--- src/rtl/kmc_pkg.sv ---
package kmc_pkg;

    // Fixed upper bounds that size the chain payload
    localparam int LBL_W  = 6;   // label bits, enough for 64 clusters
    localparam int ADDR_W = 20;  // pixel address bits, enough for 2^20 pixels
    localparam int DIST_W = 18;  // sum of three 8-bit squared differences
    localparam int KCNT_W = 7;   // active cluster count, up to 64

    // Configuration register indexes
    localparam logic [1:0] REG_CLUSTER_COUNT   = 2'd0;
    localparam logic [1:0] REG_ITERATION_LIMIT = 2'd1;
    localparam logic [1:0] REG_IMAGE_WIDTH     = 2'd2;
    localparam logic [1:0] REG_PIXEL_TOTAL     = 2'd3;

    typedef enum logic [2:0] {
        ACT_LOAD_PIX  = 3'd0,
        ACT_LOAD_CENT = 3'd1,
        ACT_RUN       = 3'd2,
        ACT_READ_PIX  = 3'd3,
        ACT_READ_CENT = 3'd4
    } action_t;

    typedef enum logic [1:0] {
        KIND_LABEL = 2'd0,
        KIND_COLOR = 2'd1,
        KIND_DONE  = 2'd2
    } kind_t;

    typedef enum logic [3:0] {
        ST_CLEAR,
        ST_IDLE,
        ST_RD_LBL,
        ST_RD_DIV,
        ST_PASS_INIT,
        ST_FEED,
        ST_DRAIN,
        ST_UPD_SEL,
        ST_UPD_START,
        ST_UPD_WAIT,
        ST_RESP
    } state_t;

    // Pixel moving down the nearest-centroid search lane
    typedef struct packed {
        logic              vld;
        logic [ADDR_W-1:0] addr;
        logic [23:0]       rgb;
        logic [DIST_W-1:0] dsq;
        logic [LBL_W-1:0]  label;
    } srch_t;

    // Labeled pixel moving down the accumulate lane
    typedef struct packed {
        logic             vld;
        logic [LBL_W-1:0] label;
        logic [23:0]      rgb;
    } acc_t;

endpackage

--- src/rtl/kmc_cell.sv ---
module kmc_cell #(
    parameter int CNT_W = 17,
    parameter int SUM_W = 25
) (
    input  logic                      clk,
    input  logic                      rst_n,
    input  logic [kmc_pkg::LBL_W-1:0] cell_idx,
    input  logic [kmc_pkg::KCNT_W-1:0] active_count,
    input  logic                      clr,
    input  logic                      cent_we,
    input  logic [23:0]               cent_wdata,
    input  kmc_pkg::srch_t            srch_in,
    output kmc_pkg::srch_t            srch_out,
    input  kmc_pkg::acc_t             acc_in,
    output kmc_pkg::acc_t             acc_out,
    output logic [23:0]               centroid,
    output logic [CNT_W-1:0]          member_cnt,
    output logic [SUM_W-1:0]          sum_r,
    output logic [SUM_W-1:0]          sum_g,
    output logic [SUM_W-1:0]          sum_b
);

    logic [23:0]        cent_reg;
    kmc_pkg::srch_t     s1_reg;
    kmc_pkg::srch_t     s2_reg, s2_next;
    logic [15:0]        sq_reg [3];
    logic [15:0]        sq_next [3];
    kmc_pkg::acc_t      acc_reg;
    logic [CNT_W-1:0]   cnt_reg, cnt_next;
    logic [SUM_W-1:0]   sum_reg [3];
    logic [SUM_W-1:0]   sum_next [3];
    logic [kmc_pkg::DIST_W-1:0] dsq_sum;
    logic               take;
    logic               hit;

    // Stage 1: squared channel differences to this centroid
    always_comb
    begin
        for (int ch = 0; ch < 3; ch++)
        begin
            logic [7:0] a;
            logic [7:0] b;
            logic [7:0] d;
            a = srch_in.rgb[23-8*ch -: 8];
            b = cent_reg[23-8*ch -: 8];
            d = (a > b) ? (a - b) : (b - a);
            sq_next[ch] = 16'(d) * 16'(d);
        end
    end

    // Stage 2: keep the nearer centroid, lower index wins ties
    always_comb
    begin
        dsq_sum = kmc_pkg::DIST_W'(sq_reg[0]) + kmc_pkg::DIST_W'(sq_reg[1])
                + kmc_pkg::DIST_W'(sq_reg[2]);
        take = ({1'b0, cell_idx} < active_count) &&
               ((cell_idx == '0) || (dsq_sum < s1_reg.dsq));
        s2_next = s1_reg;
        if (take)
        begin
            s2_next.dsq   = dsq_sum;
            s2_next.label = cell_idx;
        end
    end

    // Accumulate member count and channel sums for pixels labeled here
    always_comb
    begin
        hit      = acc_in.vld && (acc_in.label == cell_idx);
        cnt_next = cnt_reg;
        for (int ch = 0; ch < 3; ch++)
            sum_next[ch] = sum_reg[ch];
        if (clr)
        begin
            cnt_next = '0;
            for (int ch = 0; ch < 3; ch++)
                sum_next[ch] = '0;
        end
        else if (hit)
        begin
            cnt_next = cnt_reg + 1'b1;
            for (int ch = 0; ch < 3; ch++)
                sum_next[ch] = sum_reg[ch] + SUM_W'(acc_in.rgb[23-8*ch -: 8]);
        end
    end

    // Lane registers
    always_ff @(posedge clk or negedge rst_n)
    begin
        if (!rst_n)
        begin
            s1_reg  <= '0;
            s2_reg  <= '0;
            acc_reg <= '0;
        end
        else
        begin
            s1_reg  <= srch_in;
            s2_reg  <= s2_next;
            acc_reg <= acc_in;
        end
    end

    always_ff @(posedge clk)
    begin
        for (int ch = 0; ch < 3; ch++)
        begin
            sq_reg[ch]  <= sq_next[ch];
            sum_reg[ch] <= sum_next[ch];
        end
        cnt_reg <= cnt_next;
        if (cent_we)
            cent_reg <= cent_wdata;
    end

    assign srch_out   = s2_reg;
    assign acc_out    = acc_reg;
    assign centroid   = cent_reg;
    assign member_cnt = cnt_reg;
    assign sum_r      = sum_reg[0];
    assign sum_g      = sum_reg[1];
    assign sum_b      = sum_reg[2];

endmodule

--- config.mk ---
export PLATFORM = sky130hd
export DESIGN_NAME = kmc_cell
export DESIGN_NICKNAME = d
export VERILOG_FILES = /design/src/rtl/kmc_pkg.sv /design/src/rtl/kmc_cell.sv
export SDC_FILE = /design/constraint.sdc
export NUM_CORES = 1
export LEC_CHECK = 0
export BUFFER_PORTS_ARGS = -buffer_cell sky130_fd_sc_hd__buf_2
export CAP_MARGIN = 20
export CORE_ASPECT_RATIO = 1.75
export CORE_UTILIZATION = 40
export CTS_CLUSTER_DIAMETER = 100
export DETAILED_ROUTE_END_ITERATION = 10
export GPL_ROUTABILITY_DRIVEN = 0
export PLACE_DENSITY_LB_ADDON = 0.25
export REMOVE_ABC_BUFFERS = 1
export SYNTH_ARGS = -nofsm -noshare
export SYNTH_HDL_FRONTEND = slang
export SYNTH_SLANG_ARGS = --single-unit
--- constraint.sdc ---
create_clock -name clk -period 7.3 [get_ports clk]
set_clock_uncertainty 0.15 [all_clocks]
set_input_delay 0.73 -clock clk [delete_from_list [all_inputs] [get_ports clk]]
set_output_delay 0.73 -clock clk [all_outputs]
set_load 0.005 [all_outputs]
[Word-level counts from Yosys, hierarchy flattened]
Memory sizes are Yosys's and may differ from the RTL's.
Index checks and enable logic that the tools add are counted.
Word-level totals
  register bits: 210
  memory bits (writable): 123
  bits of input ports: 141
  output and inout port bits: 216
  logic and storage cells: 48
  memories kept: 2
Memories
  sum_reg: words 3, width 25, rd ports 3, clocked after memory_dff 0, wr ports 3, line kmc_cell.sv:30  | logic [SUM_W-1:0] sum_reg [3];
  sq_reg: words 3, width 16, rd ports 3, clocked after memory_dff 0, wr ports 3, line kmc_cell.sv:26  | logic [15:0] sq_reg [3];
Cells by class
  add/subtract/negate cells: 12
  multipliers: 3
  order comparisons: 5
  equality and inequality tests: 1
  muxes and demuxes: 6
  reductions and logical operators: 4
Operators by type and width (number)
  $mux W75: 2
  $add A25 B8 Y25: 3
  $mul A8 B8 Y16: 3
  $sub A8 B8 Y8: 6
  $gt A8 B8 Y1: 3
  $mux W24: 1
  $mux W8: 3
  $add A17 B16 Y18: 1
  $lt A18 B18 Y1: 1
  $add A16 B16 Y17: 1
  $add A17 B1 Y17 const B: 1
  $lt A6 B7 Y1: 1
  $eq A6 B6 Y1: 1
  $logic_not A6 Y1: 1
  $logic_and A1 B1 Y1: 2
  $logic_or A1 B1 Y1: 1

[Depth between registers and ports, before layout]
  word-level depth: 6
  depth in mapped cells: 27
  gate-level depth less buffers: 27

[Worst setup path after synthesis]
No wires, ideal clock.
  kind: input -> register
  from: input srch_in[32] (netlist bit)
  to: memory sq_reg[1][15], in the netlist sq_reg[0][31]
  library setup time: 121 ps
  arrival: 6389 ps
  data required time: 7029 ps
  path slack: 640 ps
  cell stages on the path: 25
  buffers on the path: 1
  path through: inv_1 -> ha_1 -> inv_1 -> fa_1 -> a21oi_1 -> o22a_1 -> a21o_1 -> buf_4 -> mux2i_4 -> xor2_2 -> nand2b_1 -> inv_1 -> fa_1 -> fa_1 -> inv_1 -> fa_1 -> fa_1 -> inv_1 -> ha_1 -> o21a_1 -> o31a_1 -> o21a_1 -> a311o_1 -> a31oi_1 -> xnor2_1
RTL lines
  start, declared: line kmc_cell.sv:12  | input kmc_pkg::srch_t srch_in,
  end, declared: line kmc_cell.sv:26

==> run metrics <==
outcome finished, final reports clean; Top-Level Pins 357; Achievable Freq 0.150 GHz; Max FO, Critical Path 8; CTS tree done; max_cap viols 0; Root Driver clkbuf_16; count of cell types in the netlist 87; area of the core 0.0487 mm²; first-pass GRT wire length 76000 µm; Synth top area share 21.3%; Syn Std Cell Area 0.0198 mm²; number of synthesized register bits 330; # DRC 0; routed vias/inst 4.98; clock power share 11.8%; Storage cell area 0.00769 mm²; Syn Area/Cell 10.3 µm²; # port buffers 356; Final TNS setup 0 ns; Vias 14816; synth warn 0; initial detailed-routing violation count 788; DP HPWL 37900 µm; Worst R2R Path Depth 22; post_cts resized 0; max reg flops 75; crit start category flip-flop; Yosys top cell by area dfrtp_1; final antenna-violating net count 0; Final setup viols 0; Max Buffers Root-to-Sink 3; Worst Path Required 7.63 ns; largest net degree at the start of global routing 115; Max Slew Vio Count 0; Pwr Density 587 mW/mm²; area of the multi-input gates 0.0109 mm²; Clock Latency Late Sink 0.59 ns; Tightest Hold Check Type in -> reg; H-tree levels 1; FILL cells 4615; Post-CTS Setup Bufs 0; # hold bufs at CTS 0; WHS Endpoint s1_reg[19]; Int Pwr 7.58 mW; sequential group share of total power 17.2%; endpoints failing hold 0; Worst Hold Path Cells 1; vias in the first global route 15506; final period utilization 91.2%; Area growth syn-to-layout 18.1%; fraction of registers with async set/reset 51.2%; GRT Util Overall 18.8%; Hold Crit Start srch_in[19]; clk slew on worst S/H paths 0.07 ns; Max-slew headroom 36.5%; WL per Instance 15.9 µm; number of flops mapped to enable cells by yosys 24; worst slew pin tran 0.945 ns; final wirelength 47300 µm; die width 170 µm; Reg2Reg Capture Point sq_reg[0][31]; Starting Density 40.7%; Final #Nets 2735; row cnt 107; Syn Inst Count 1929; Reg2Reg Setup Slack 0.64 ns; Die Y 296 µm; placed insts 2914; Worst setup EP type flip-flop; Pre-Repair DR Iteration Count 5; sequential area share after synthesis 38.8%; TritonCTS buffer count 31; combinational cell fraction of total power 71.0%; Post-Layout Cell Count 2977; Final min period 6.66 ns; layout cells sized above 1 21.8%; Synth area leaders dfrtp_1 (21%), dfxtp_1 (14%), ha_1 (13%), fa_1 (9.9%), inv_1 (4.8%); FF-to-FF Start centroid[8]; die outline area 0.0505 mm²; LEAKAGE 11.3 nW; Worst EP arrival 6.99 ns; clock tree sinks 330; antenna violations before repair 3; Main synth FF type dfrtp_1; final global-route overflow total 0; peak supply drop 0.378 mV; Crit Path Class reg -> reg; Net Sw Frac 44.8%; unrepaired setup endpoints after global routing false; Switch Pwr 6.16 mW
[kinds of logic (layout without fill, tap and decap cells)]
kind of cell / count (synthesis) / in the layout / share of synthesized area (%)
muxes: 43 / 43 / 2.46
and+or+nand+nor: 487 / 487 / 12.4
adders and majority gates: 297 / 297 / 22.5
xor gates and xnor gates: 156 / 156 / 7.23
buffers and inverters: 302 / 693 / 6.09
DFF: 330 / 330 / 38.8
other: 2 / 5 / 0.0379
AOI/OAI and AO/OA: 312 / 312 / 10.5
[power by group through the flow]
stage	Combinational [mW]	Sequential, mW	Clock (mW)
after floorplan	7.62	2.38	0
after global placement	9.67	2.41	0
after detailed placement	9.84	2.41	0
after CTS	9.92	2.38	1.68
after global routing	11.2	2.39	1.74
final	9.76	2.37	1.62
[Yosys cell counts (27+ instances only)]
cell        n
inv_1     254
ha_1      199
dfrtp_1   169
nand3_1    31
o21ai_0    50
a21oi_1    97
a211oi_1   27
nand2_1    84
dfxtp_1   137
xor2_1     39
xnor2_1   108
a21o_1     35
nor2_1    177
o21a_1     27
fa_1       98
[worst max path at each step]
stage                      startpoint            end  slack, ns  cells past startpoint
after floorplan           srch_in[32]  sq_reg[0][31]       0.54                     24
after global placement    srch_in[32]  sq_reg[0][31]       0.27                     25
after detailed placement  srch_in[32]  sq_reg[0][31]       0.14                     25
after CTS                 centroid[8]  sq_reg[0][31]       0.62                     23
after global routing      centroid[8]  sq_reg[0][31]       0.28                     22
final                     centroid[8]  sq_reg[0][31]       0.64                     22
[placed cells by master, fill, tap and decap left out, types with 21 or more instances in the layout]
master,count
a211oi_1,27
a21o_1,35
a21oi_1,97
buf_2,357
buf_4,23
clkbuf_16,32
dfrtp_1,169
dfxtp_1,137
edfxtp_1,24
fa_1,98
ha_1,199
inv_1,254
nand2_1,84
nand2b_1,21
nand3_1,31
nand4_1,26
nor2_1,176
nor3_1,25
o21a_1,27
o21ai_0,50
xnor2_1,108
xor2_1,39
[worst max-delay path: stages (launching register included)]
cell	delay, ns
edfxtp_1	0.38
ha_1	0.19
inv_1	0.06
fa_1	0.42
a21oi_1	0.20
o22a_1	0.20
a21o_1	0.38
mux2i_1	0.15
xnor2_1	0.51
nor2_1	0.18
fa_1	0.50
fa_1	0.54
inv_1	0.05
fa_1	0.50
fa_1	0.55
inv_1	0.05
ha_1	0.34
o21a_1	0.20
o31a_1	0.11
o21a_1	0.19
a311o_1	0.37
a31oi_1	0.22
xnor2_1	0.10
[routing by layer]
metal  global-route usage (%)  part of all wire, %  up-vias
met5                        0                    0        -
met4                     7.45                  3.7        0
met3                     2.49                  4.6       95
met2                     38.2                   57      376
met1                     18.7                   35     7164
li1                         -                    -     7181
[through the flow]
step	hold slack (ns)	util [%]	total power, mW	worst slack, ns	area (µm²)
after global placement	0.181	45.9	12.1	0.270	22400
after global routing	0.0584	48.0	15.3	0.276	23400
final	0.0860	48.0	13.7	0.644	23400
after CTS	0.0381	48.0	14.0	0.624	23400
after floorplan	0.181	-	10.0	0.538	19600
after detailed placement	0.185	45.9	12.3	0.135	22400
[final cells by class]
cell class,instances,share of cell area (%)
Inverter,254,4.07
Sequential cell,330,32.9
Multi-Input combinational cell,1298,46.8
Tap cell,654,3.50
Clock buffer,41,3.74
Timing Repair Buffer,382,8.51
Antenna cell,2,0.0214
Clock inverter,16,0.545
Power figures use the tool's default switching activity.
