$ cat src/rtl/kmc_div.sv
module kmc_div #(
    parameter int NW = 25,
    parameter int DW = 17
) (
    input  logic          clk,
    input  logic          rst_n,
    input  logic          start,
    input  logic [NW-1:0] dividend,
    input  logic [DW-1:0] divisor,
    output logic          busy,
    output logic          done,
    output logic [NW-1:0] quot,
    output logic [DW-1:0] rem
);

    localparam int CW = $clog2(NW + 1);

    logic          busy_reg, busy_next;
    logic          done_reg, done_next;
    logic [CW-1:0] cnt_reg, cnt_next;
    logic [NW-1:0] quo_reg, quo_next;
    logic [DW-1:0] rem_reg, rem_next;
    logic [DW-1:0] div_reg, div_next;

    logic [DW:0]   trial;
    logic [DW:0]   diff;
    logic          ge;

    // One restoring step: shift in the next dividend bit, subtract if it fits
    always_comb
    begin
        trial = {rem_reg, quo_reg[NW-1]};
        diff  = trial - {1'b0, div_reg};
        ge    = (trial >= {1'b0, div_reg});
    end

    always_comb
    begin
        busy_next = busy_reg;
        done_next = 1'b0;
        cnt_next  = cnt_reg;
        quo_next  = quo_reg;
        rem_next  = rem_reg;
        div_next  = div_reg;
        if (start)
        begin
            busy_next = 1'b1;
            cnt_next  = '0;
            quo_next  = dividend;
            rem_next  = '0;
            div_next  = divisor;
        end
        else if (busy_reg)
        begin
            quo_next = {quo_reg[NW-2:0], ge};
            rem_next = ge ? diff[DW-1:0] : trial[DW-1:0];
            cnt_next = cnt_reg + 1'b1;
            if (cnt_reg == CW'(NW - 1))
            begin
                busy_next = 1'b0;
                done_next = 1'b1;
            end
        end
    end

    always_ff @(posedge clk or negedge rst_n)
    begin
        if (!rst_n)
        begin
            busy_reg <= 1'b0;
            done_reg <= 1'b0;
            cnt_reg  <= '0;
        end
        else
        begin
            busy_reg <= busy_next;
            done_reg <= done_next;
            cnt_reg  <= cnt_next;
        end
    end

    always_ff @(posedge clk)
    begin
        quo_reg <= quo_next;
        rem_reg <= rem_next;
        div_reg <= div_next;
    end

    assign busy = busy_reg;
    assign done = done_reg;
    assign quot = quo_reg;
    assign rem  = rem_reg;

endmodule

$ cat config.mk
export PLATFORM = sky130hd
export DESIGN_NAME = kmc_div
export DESIGN_NICKNAME = d
export VERILOG_FILES = /design/src/rtl/kmc_div.sv
export SDC_FILE = /design/constraint.sdc
export NUM_CORES = 1
export LEC_CHECK = 0
export BUFFER_PORTS_ARGS = -buffer_cell sky130_fd_sc_hd__buf_2
export CAP_MARGIN = 20
export CORE_UTILIZATION = 45
export CTS_CLUSTER_DIAMETER = 120
export DETAILED_ROUTE_END_ITERATION = 12
export PLACE_DENSITY_LB_ADDON = 0.15
export SLEW_MARGIN = 20
export SYNTH_ARGS = -nofsm -noshare
export SYNTH_HDL_FRONTEND = slang
export SYNTH_SLANG_ARGS = --single-unit
$ cat constraint.sdc
create_clock -name clk -period 4.24 [get_ports clk]
set_input_delay 0.424 -clock clk [delete_from_list [all_inputs] [get_ports clk]]
set_output_delay 0.424 -clock clk [all_outputs]
set_load 0.05 [all_outputs]
Word-level counts from Yosys, hierarchy flattened
Index checks and enable logic that the tools add are counted.

word-level totals
  latch bits = 0
  logic and storage cells = 22
  output and inout port bits = 44
  memories kept = 0
  bits in writable memories = 0
  bits in registers = 66
  bits of input ports = 45
  memory bits (read-only) = 0

operators by class
  multiplexer cells = 11
  $mul = 0
  reduce and logical (&&, ||, !) cells = 1
  divide/modulo/power cells = 0
  equality and inequality tests = 1
  shifts and indexed selects = 0
  add/sub/neg operators = 2
  bitwise operators = 0
  order comparisons = 1

operators by type and width
  operator                                                        count
  25-bit two-way mux                                              2
  18-bit by 17-bit greater-or-equal comparator with 1-bit output  1
  17-bit two-way mux                                              1
  17-bit subtractor                                               1
  5-bit two-way mux                                               2
  1-bit two-way mux                                               6
  5-bit by 1-bit adder with 5-bit output, second input constant   1
  5-bit equality test, second input constant                      1
  2-bit nonzero test                                              1

Longest topological paths before layout
Gate-level depths: netlist (run 1).

  depth in word-level cells = 4
  gate-level depth with buffers = 11
  depth with buffers taken out = 10

Worst setup path after synthesis (run 1)
Ideal clock, no wire load.

  kind = register to register
  from = register quo_reg[24] (netlist: quot[24])
  to = register quo_reg[0] (netlist: quot[0]), data pin
  buffers on the path = 1
  arrival time = 2.565 ns
  stages on the path, launching flop included = 11
  data required time = 3.980 ns
  setup slack = 1.415 ns
  period minus slack after synthesis = 2.825 ns
  setup time = 0.260 ns
  cells stage by stage = edfxtp_1 > inv_1 > ha_1 > inv_1 > fa_1 > a211oi_1 > o21a_1 > o22ai_2 > a21o_1 > buf_2 > mux2_2

on the way
  cells in the longest elaborated chain, start to end = 3

RTL lines
  element                                                         RTL line  text
  start: declaration                                              21        logic [NW-1:0] quo_reg, quo_next;
  start signal: assignment                                        84        quo_reg <= quo_next;
  18-bit by 17-bit greater-or-equal comparator with 1-bit output  34        ge = (trial >= {1'b0, div_reg});
  25-bit two-way mux                                              53        else if (busy_reg)
  25-bit two-way mux                                              45        if (start)
  via quo_next[0]                                                 21

The timed path passes the listed nets, and every way through them passes these cells. The select of a mux whose other input is x is not followed.
A chain may end at the register's enable or synchronous reset.

Final worst setup path (run 1)
Ends and elaborated chain as after synthesis.

==> results.toml, run 1 <==
[run_status]
status = "finished, final reports clean"

[timing]
rsz0062_at_grt = "no"
hold-worst-slack_ns = 0.2518
drv_slew = 0
fin_crit_ns = 2.937
relSlewSlack = 0.4308
fin_crit_sh = 0.6927
max_freq_mhz = 340.5
skew_ns = 0.01096
worst_pin_slew_ns = 0.8538
setup-violations-final = 0
hold_viol = 0
setup_tns_ns = 0

[finish]
drive_gt1_frac = 0.3317
ff_latch_area_sq_mm = 0.001777
syn_to_final_growth_pct = 19.10
multiInputGateArea_sq_mm = 0.001678
stdcell_count = 521
fin_area_sq_mm = 0.004315
nFillCells = 718
largest_reg_flops = 25
layout.nets = 479
n_antenna_cell = 0

[global_routing]
grt_pass1_vias = 2594
antenna_found_initial = 0
grt-ovfl-total = 0
grt_pass1_wl_mm = 12.52
grt_max_degree = 31
track_usage = 0.1937

[hold_path]
hold_class = "in2reg"
min_path_cells = 1
hold_start = "divisor[2]"
holdPathEnd = "div_reg[2]"

[placement]
hpwlAfterDp_mm = 5.660
portBuffers = 88
place.gp.congestion = 0.8688
placed_area_sq_mm = 0.004135
placed_cells = 504

[clock_tree]
cts.sinks = 66
cts_buffers = 9
ctsLongestPathBuffers = 2
cts_tree = "yes"
worstSkewPairLatency_ns = 0.35
cts_hold_buffers = 1
postCtsSetupBuffers = 0
path_clk_slew_ns = 0.08
h-tree-depth = 3
postCtsResizedCells = 0
cts_root_buffer = "clkbuf_8"

[floorplan]
core_sq_mm = 0.007767
die_area_sq_mm = 0.008415
die_h_microns = 91.74
die_w_microns = 91.74
ios = 89
rows = 32
start_util = 0.4665

[setup_path]
crit_buf_inv = 2
arrival_ns = 3.05
rr_worst_depth = 9
r2r-start = "quot[24]"
worstPathCellList = "inv_1 > ha_1 > inv_1 > fa_1 > a211oi_1 > o21a_1 > o22ai_2 > a21o_1 > mux2_2"
cp.required_ns = 4.35
max_stage_delay_ns = 0.51
cp_max_fo = 20
r2r-end = "quot[0]"
crit_slowest_cell = "a21o_1"
rrSetupSlack_ns = 1.30
cp_common_cell = "inv_1"
crit_type = "reg2reg"
crit_path_start_kind = "flip-flop"
endpoint_kind = "flip-flop"
cp_top_family = "compound AO/OA/AOI/OAI gates"

[logic_synthesis]
synth_nets = 392
yosysMostFrequentCell = "edfxtp_1"
syn_inst = 327
synth_warnings = 0
ys_seq_elements = 66
ys_seq_area_frac = 0.4903
synthDistinctLibCells = 56
syn-mean-instance-area_sq_um = 11.08
synthArstFlopShare = 0.1061
yosysTopAreaCellShare = 0.3481
syn-cell-area_sq_mm = 0.003623
synth_edf_count = 42
yosys-top-cells-area = "edfxtp_1 35%, dfxtp_1 9.4%, mux2_2 7.8%"
yosys.area.top_type = "edfxtp_1"
netlist_top_cells_count = "42 x edfxtp_1, 25 x mux2_2, 24 x inv_1, 21 x nor2_1, 20 x nand2_1"
ys.flop_type = "edfxtp_1"

[pwr]
max-vdd-ir-drop_mv = 0.2073
powerDensity_mw_per_mm2 = 369.7
total_leakage_power_nw = 1.883

[route]
routed_wl_mm = 7.864
detail_route.vias_per_cell = 5.420
wl_per_cell_microns = 15.09
drc = 0
firstDrtPassIters = 4
num_vias = 2824
ant_nets = 0
drt_iter0_markers = 98

[job]
maxCapViolCount = 0
worst register-to-register path, stage by stage (launching register included):
cell      delay (ns)
edfxtp_1        0.39
inv_1           0.10
ha_1            0.16
inv_1           0.05
fa_1            0.41
a211oi_1        0.31
o21a_1          0.23
o22ai_2         0.14
a21o_1          0.51
mux2_2          0.41
worst max-delay path by stage:
stage	start	slack (ns)	to	cells past startpoint
after floorplan	quot[24]	1.41	quot[0]	10
after global placement	quot[24]	1.35	quot[0]	9
after detailed placement	quot[24]	1.29	quot[0]	9
after CTS	quot[24]	1.27	quot[0]	9
after global routing	quot[24]	1.10	rem[0]	10
final	quot[24]	1.30	quot[0]	9
stage by stage:
stage	utilization	power, mW	setup WS, ns
after floorplan	-	1.048	1.415
after global placement	0.5324	1.135	1.351
after detailed placement	0.5324	1.139	1.294
after CTS	0.5556	1.608	1.266
after global routing	0.5556	1.667	1.102
final	0.5556	1.595	1.303
per-layer routing:
metal | track usage | wire length (microns)
met4 | 0.08724 | 126
met5 | 0 | 0
met3 | 0.03483 | 258
met1 | 0.2475 | 3762
met2 | 0.3202 | 3717
cells in the final DEF (no fill, tap or decap), types with 4 or more instances in the layout:
master	count
a211oi_1	10
a21o_1	6
a21oi_1	16
buf_2	88
clkbuf_8	9
dfrtp_1	7
dfxtp_1	17
edfxtp_1	42
ha_1	19
inv_1	24
mux2_2	25
mux2i_1	9
nand2_1	20
nand2b_1	4
nand3_1	5
nand4_1	7
nand4b_1	4
nor2_1	21
o21ai_0	12
or3_1	4
xnor2_1	5
xor2_1	8
cell families (layout without fill, tap and decap cells):
kind of cell | Yosys count | count (layout) | share of synthesized area
fa+ha+maj | 20 | 20 | 0.07113
simple gates | 79 | 79 | 0.1126
buf+inv | 40 | 132 | 0.04662
xor+xnor | 13 | 13 | 0.03142
flops | 66 | 66 | 0.4903
compound gates | 75 | 75 | 0.1454
mux | 34 | 34 | 0.1026
report_power, final:
| group | internal (mW) | leakage [nW] | switching [mW] |
|---|---|---|---|
| clock network | 0.213 | 0.0827 | 0.257 |
| registers | 0.737 | 0.661 | 0.0258 |
| logic | 0.122 | 1.14 | 0.240 |
| total | 1.07 | 1.88 | 0.523 |
area by class of cell:
class	count	area share
clock buffers	10	0.02957
clock inverters	6	0.009858
inverters	24	0.02088
multi-input cells	221	0.3888
flip-flops and latches	66	0.4117
well taps	102	0.02957
repair buffers	92	0.1096
No activity file was read; power rests on OpenSTA's default activity.
==> run 2: changes to the inputs <==
- clock period: 4.24 -> 2.7 ns (I/O delays scaled with it)
==> run 2 against run 1 <==
  * Fmax is 16% higher
  * Worst setup slack worse by 1.1 ns
  * Design area is 2.0% higher
  * Hold slack worse by 0.16 ns
  * Die area stayed put
  * Global-route usage is 0.85 points higher
  * Flip-flop and latch count stayed put
  * Combinational power is 60% higher
==> results.toml, run 2 (synthesized netlist as in run 1, its figures left out) <==
[route]
drc = 0
routed_wl_mm = 7.950
drt_iter0_markers = 145
wl_per_cell_microns = 15.11
num_vias = 2812
firstDrtPassIters = 4
detail_route.vias_per_cell = 5.346
ant_nets = 0

[timing]
skew_ns = 0.01110
worst_pin_slew_ns = 0.6029
drv_slew = 0
setup_tns_ns = 0
rsz0062_at_grt = "no"
hold_viol = 0
fin_crit_sh = 0.9376
fin_crit_ns = 2.531
setup-violations-final = 0
relSlewSlack = 0.5980
max_freq_mhz = 395.0

[clock_tree]
worstSkewPairLatency_ns = 0.35
path_clk_slew_ns = 0.08
postCtsSetupBuffers = 0
cts.sinks = 66
cts_buffers = 9
h-tree-depth = 3
cts_root_buffer = "clkbuf_8"
cts_tree = "yes"
ctsLongestPathBuffers = 2

[global_routing]
grt_pass1_wl_mm = 13.36
antenna_found_initial = 0
track_usage = 0.2021
grt_pass1_vias = 2713
grt_max_degree = 60
grt-ovfl-total = 0

[placement]
portBuffers = 88
hpwlAfterDp_mm = 5.712
placed_cells = 509
placed_area_sq_mm = 0.004193
place.gp.congestion = 0.8898

[finish]
layout_common_cells = "88 x buf_2, 42 x edfxtp_1, 25 x mux2_2"
n_antenna_cell = 0
layout.nets = 484
fin_area_sq_mm = 0.004403
final_common_cell = "buf_2"
drive_gt1_frac = 0.3491
stdcell_count = 526
syn_to_final_growth_pct = 21.51
largest_reg_flops = 25

[setup_path]
max_stage_delay_ns = 0.41
crit_path_start_kind = "flip-flop"
cp.required_ns = 2.95
arrival_ns = 2.78
worstPathCellList = "inv_2 > ha_1 > inv_1 > fa_2 > a211oi_2 > o21a_1 > o22ai_2 > a21o_4 > buf_4 > mux2i_1 > a211oi_1"
endpoint_kind = "flip-flop"
crit_type = "reg2reg"
crit_slowest_cell = "edfxtp_1"
cp_max_fo = 11

[floorplan]
ios = 89
die_area_sq_mm = 0.008415
die_w_microns = 91.74
die_h_microns = 91.74
rows = 32
start_util = 0.4665
core_sq_mm = 0.007767

[hold_path]
hold_class = "in2reg"

[run_status]
status = "finished, final reports clean"

[pwr]
powerDensity_mw_per_mm2 = 592.7
max-vdd-ir-drop_mv = 0.2950
total_leakage_power_nw = 1.922

[job]
maxCapViolCount = 0
-- run 2: per-stage QoR --
step | util | total power [mW] | setup WS [ns] | hold slack [ns]
global route | 0.5668 | 2.724 | 0.04142 | 0.08176
finish | 0.5668 | 2.610 | 0.1686 | 0.09243
CTS | 0.5659 | 2.631 | 0.08727 | 0.08293
floorplan | - | 1.650 | 0.02245 | -0.02559
detailed placement | 0.5398 | 1.801 | 0.1352 | 0.1128
global placement | 0.5398 | 1.792 | 0.2191 | 0.1083
-- run 2: area by class of cell --
cell class / instances / area, sq um
inverter: 24 / 90.09
timing repair buffer: 97 / 523.0
tap: 102 / 127.6
clock inverter: 7 / 68.82
multi-input combinational: 221 / 1693
fill: 725 / 3364
clock buffer: 9 / 123.9
sequential: 66 / 1777
-- run 2: repair_timing --
item | CTS | global route
resized for setup | 0 | 2
hold endpoints to repair | 7 | 0
hold buffers | 1 | 0
setup endpoints to repair | 0 | 9
-- run 2: final timing paths --
path | depth (start not counted) | slack [ns] | from | endpoint
worst max-delay path | 11 | 0.17 | quot[24] | rem[10]
worst min-delay path | 1 | 0.09 | divisor[16] | div_reg[16]
worst max register to register | 11 | 0.17 | quot[24] | rem[10]
worst min register to register | 2 | 0.52 | rem[15] | rem[15]
max in group asynchronous | 2 | 2.26 | rst_n | cnt_reg[0]
min in group asynchronous | 2 | 0.27 | rst_n | cnt_reg[4]
-- run 2: per-layer routing --
| metal | routed length (microns) | vias to the layer above | track usage |
|---|---|---|---|
| met5 | 0 | - | 0 |
| met2 | 3803 | 69 | 0.3177 |
| met1 | 3623 | 1326 | 0.2714 |
| li1 | - | 1405 | - |
| met3 | 389 | 12 | 0.04063 |
| met4 | 133 | 0 | 0.08594 |
-- run 2: worst max-delay path, delay by kind of cell, from the launching register on --
kind	cells	cell delay (ns)
buf+inv	3	0.32
fa+ha+maj	2	0.52
flops	1	0.41
mux	1	0.13
compound gates	5	1.05
-- run 2: power by group --
group	switching [mW]	internal, mW	leakage (nW)
sequential	0.0417	1.16	0.661
combinational	0.378	0.202	1.16
clock	0.406	0.425	0.0970
total	0.825	1.78	1.92
==> run 3: changes to the inputs <==
- CELL_PAD_IN_SITES_DETAIL_PLACEMENT: default -> 2
- CELL_PAD_IN_SITES_GLOBAL_PLACEMENT: default -> 2
- CORE_UTILIZATION: 45 -> 31
- PLACE_DENSITY: default -> 0.73
- PLACE_DENSITY_LB_ADDON: 0.15 -> default
==> run 3 against run 2 <==
  * Global-route usage is 1.9 points lower
  * Non-clock buffer count is 3 higher
  * Sequential power about the same
  * Clock-buffer cell count increased by 1
  * Flip-flop and latch count unchanged
  * Clock power rose by 42%
  * Register-to-register slack is essentially flat
  * Cell count is 8.4% higher
  * Fmax is 0.46% higher
  * Total power increased by 14%
  * Largest power group unchanged
==> results.toml, run 3 (synthesized netlist as in run 1, its figures left out) <==
[run_status]
status = "finished, final reports clean"

[pwr]
powerDensity_mw_per_mm2 = 655.0
clkPwrFrac = 0.396
swShare = 0.3038
internal_power_mw = 2.080
total_leakage_power_nw = 1.976
p_comb_frac = 0.201
max-vdd-ir-drop_mv = 0.3856
p_seq_frac = 0.403
p_sw_mw = 0.9076

[global_routing]
grt-ovfl-total = 0
track_usage = 0.1836
grt_pass1_vias = 3191
antenna_found_initial = 0
grt_max_degree = 26
grt_pass1_wl_mm = 16.53

[timing]
drv_slew = 0
worst_pin_slew_ns = 0.6893
hold_viol = 0
fin_crit_sh = 0.9333
max_freq_mhz = 396.8
setup_tns_ns = 0
setup-violations-final = 0
relSlewSlack = 0.5395
fin_crit_ns = 2.520
skew_ns = 0.008354
rsz0062_at_grt = "no"

[finish]
stdcell_count = 570
syn_to_final_growth_pct = 25.86
largest_reg_flops = 25
drive_gt1_frac = 0.3513
n_antenna_cell = 0
utilization = 0.3994
layout.nets = 487
layout_common_cells = "88 x buf_2, 42 x edfxtp_1, 25 x mux2_2"
fin_area_sq_mm = 0.004561
final_common_cell = "buf_2"
nFillCells = 1236

[floorplan]
rows = 39
start_util = 0.3173
die_h_microns = 110.1
die_area_sq_mm = 0.01213
ios = 89
die_w_microns = 110.1
core_sq_mm = 0.01142

[clock_tree]
cts.sinks = 66
h-tree-depth = 3
cts_buffers = 9
postCtsSetupBuffers = 0
ctsLongestPathBuffers = 2
worstSkewPairLatency_ns = 0.34
cts_tree = "yes"
path_clk_slew_ns = 0.06
cts_root_buffer = "clkbuf_16"

[setup_path]
cp.required_ns = 2.95
crit_type = "reg2reg"
endpoint_kind = "flip-flop"
crit_path_start_kind = "flip-flop"
arrival_ns = 2.77
cp_max_fo = 8

[placement]
portBuffers = 88
placed_cells = 553
placed_area_sq_mm = 0.004254
hpwlAfterDp_mm = 7.632
place.gp.congestion = 0.7628

[route]
drc = 0
drt_iter0_markers = 130
routed_wl_mm = 10.30
ant_nets = 0
firstDrtPassIters = 4
detail_route.vias_per_cell = 5.158
num_vias = 2940
wl_per_cell_microns = 18.06

[job]
maxCapViolCount = 0

[hold_path]
hold_class = "in2reg"
==> run 3: cell count changes in the layout (fill, tap and decap cells not counted), sizes merged <==
cell	delta
clkbuf	+1
clkinvlp	+1
clkinv	-2
buf	+3
==> run 3: stage by stage <==
step / total power [mW] / hold WS [ns] / worst slack, ns
finish: 2.987 / 0.09946 / 0.1801
global route: 3.126 / 0.08754 / 0.01737
CTS: 3.031 / 0.08787 / 0.1534
detailed placement: 1.826 / 0.1240 / 0.2007
global placement: 1.809 / 0.1146 / 0.3006
floorplan: 1.650 / -0.02559 / 0.02245
==> run 3: power groups by stage <==
stage	registers [mW]	clock network (mW)	logic [mW]
finish	1.20	1.18	0.602
global route	1.21	1.26	0.649
CTS	1.21	1.22	0.608
detailed placement	1.22	0	0.602
global placement	1.22	0	0.588
floorplan	1.40	0	0.252
==> run 3: routing by layer <==
layer / global-route usage / wire, microns
met5: 0 / 0
met4: 0.06485 / 164
met3: 0.05761 / 524
met2: 0.3152 / 5054
met1: 0.2154 / 4552
==> run 3: final cells by class <==
type,count,area (sq um),share of cell area
clock buffer,10,229.0,0.05021
tap,143,178.9,0.03923
sequential,66,1777,0.3896
inverter,24,90.09,0.01975
timing repair buffer,100,533.0,0.1169
multi-input combinational,221,1685,0.3695
clock inverter,6,67.56,0.01481
==> run 3: final timing paths <==
path | start | to | slack, ns | cells past startpoint
worst max register to register | quot[24] | rem[8] | 0.18 | 11
max in group asynchronous | rst_n | cnt_reg[1] | 2.22 | 2
worst min register to register | rem[5] | rem[5] | 0.53 | 2
worst max-delay path | quot[24] | rem[8] | 0.18 | 11
worst min-delay path | divisor[7] | div_reg[7] | 0.1 | 1
min in group asynchronous | rst_n | cnt_reg[2] | 0.31 | 2
==> run 3: what timing repair did <==
item | in CTS | in global routing
hold buffers | 1 | 0
hold endpoints to repair | 7 | 0
gates resized for setup | 0 | 0
endpoints found under the setup margin | 0 | 0
==> run 3: worst max-delay path, stage by stage, from the launching register on <==
cell	delay, ns
edfxtp_1	0.39
inv_2	0.08
ha_1	0.15
inv_1	0.05
fa_2	0.37
a211oi_2	0.22
o21a_1	0.20
o22ai_2	0.12
a21o_1	0.25
buf_4	0.20
mux2i_1	0.13
a211oi_1	0.24
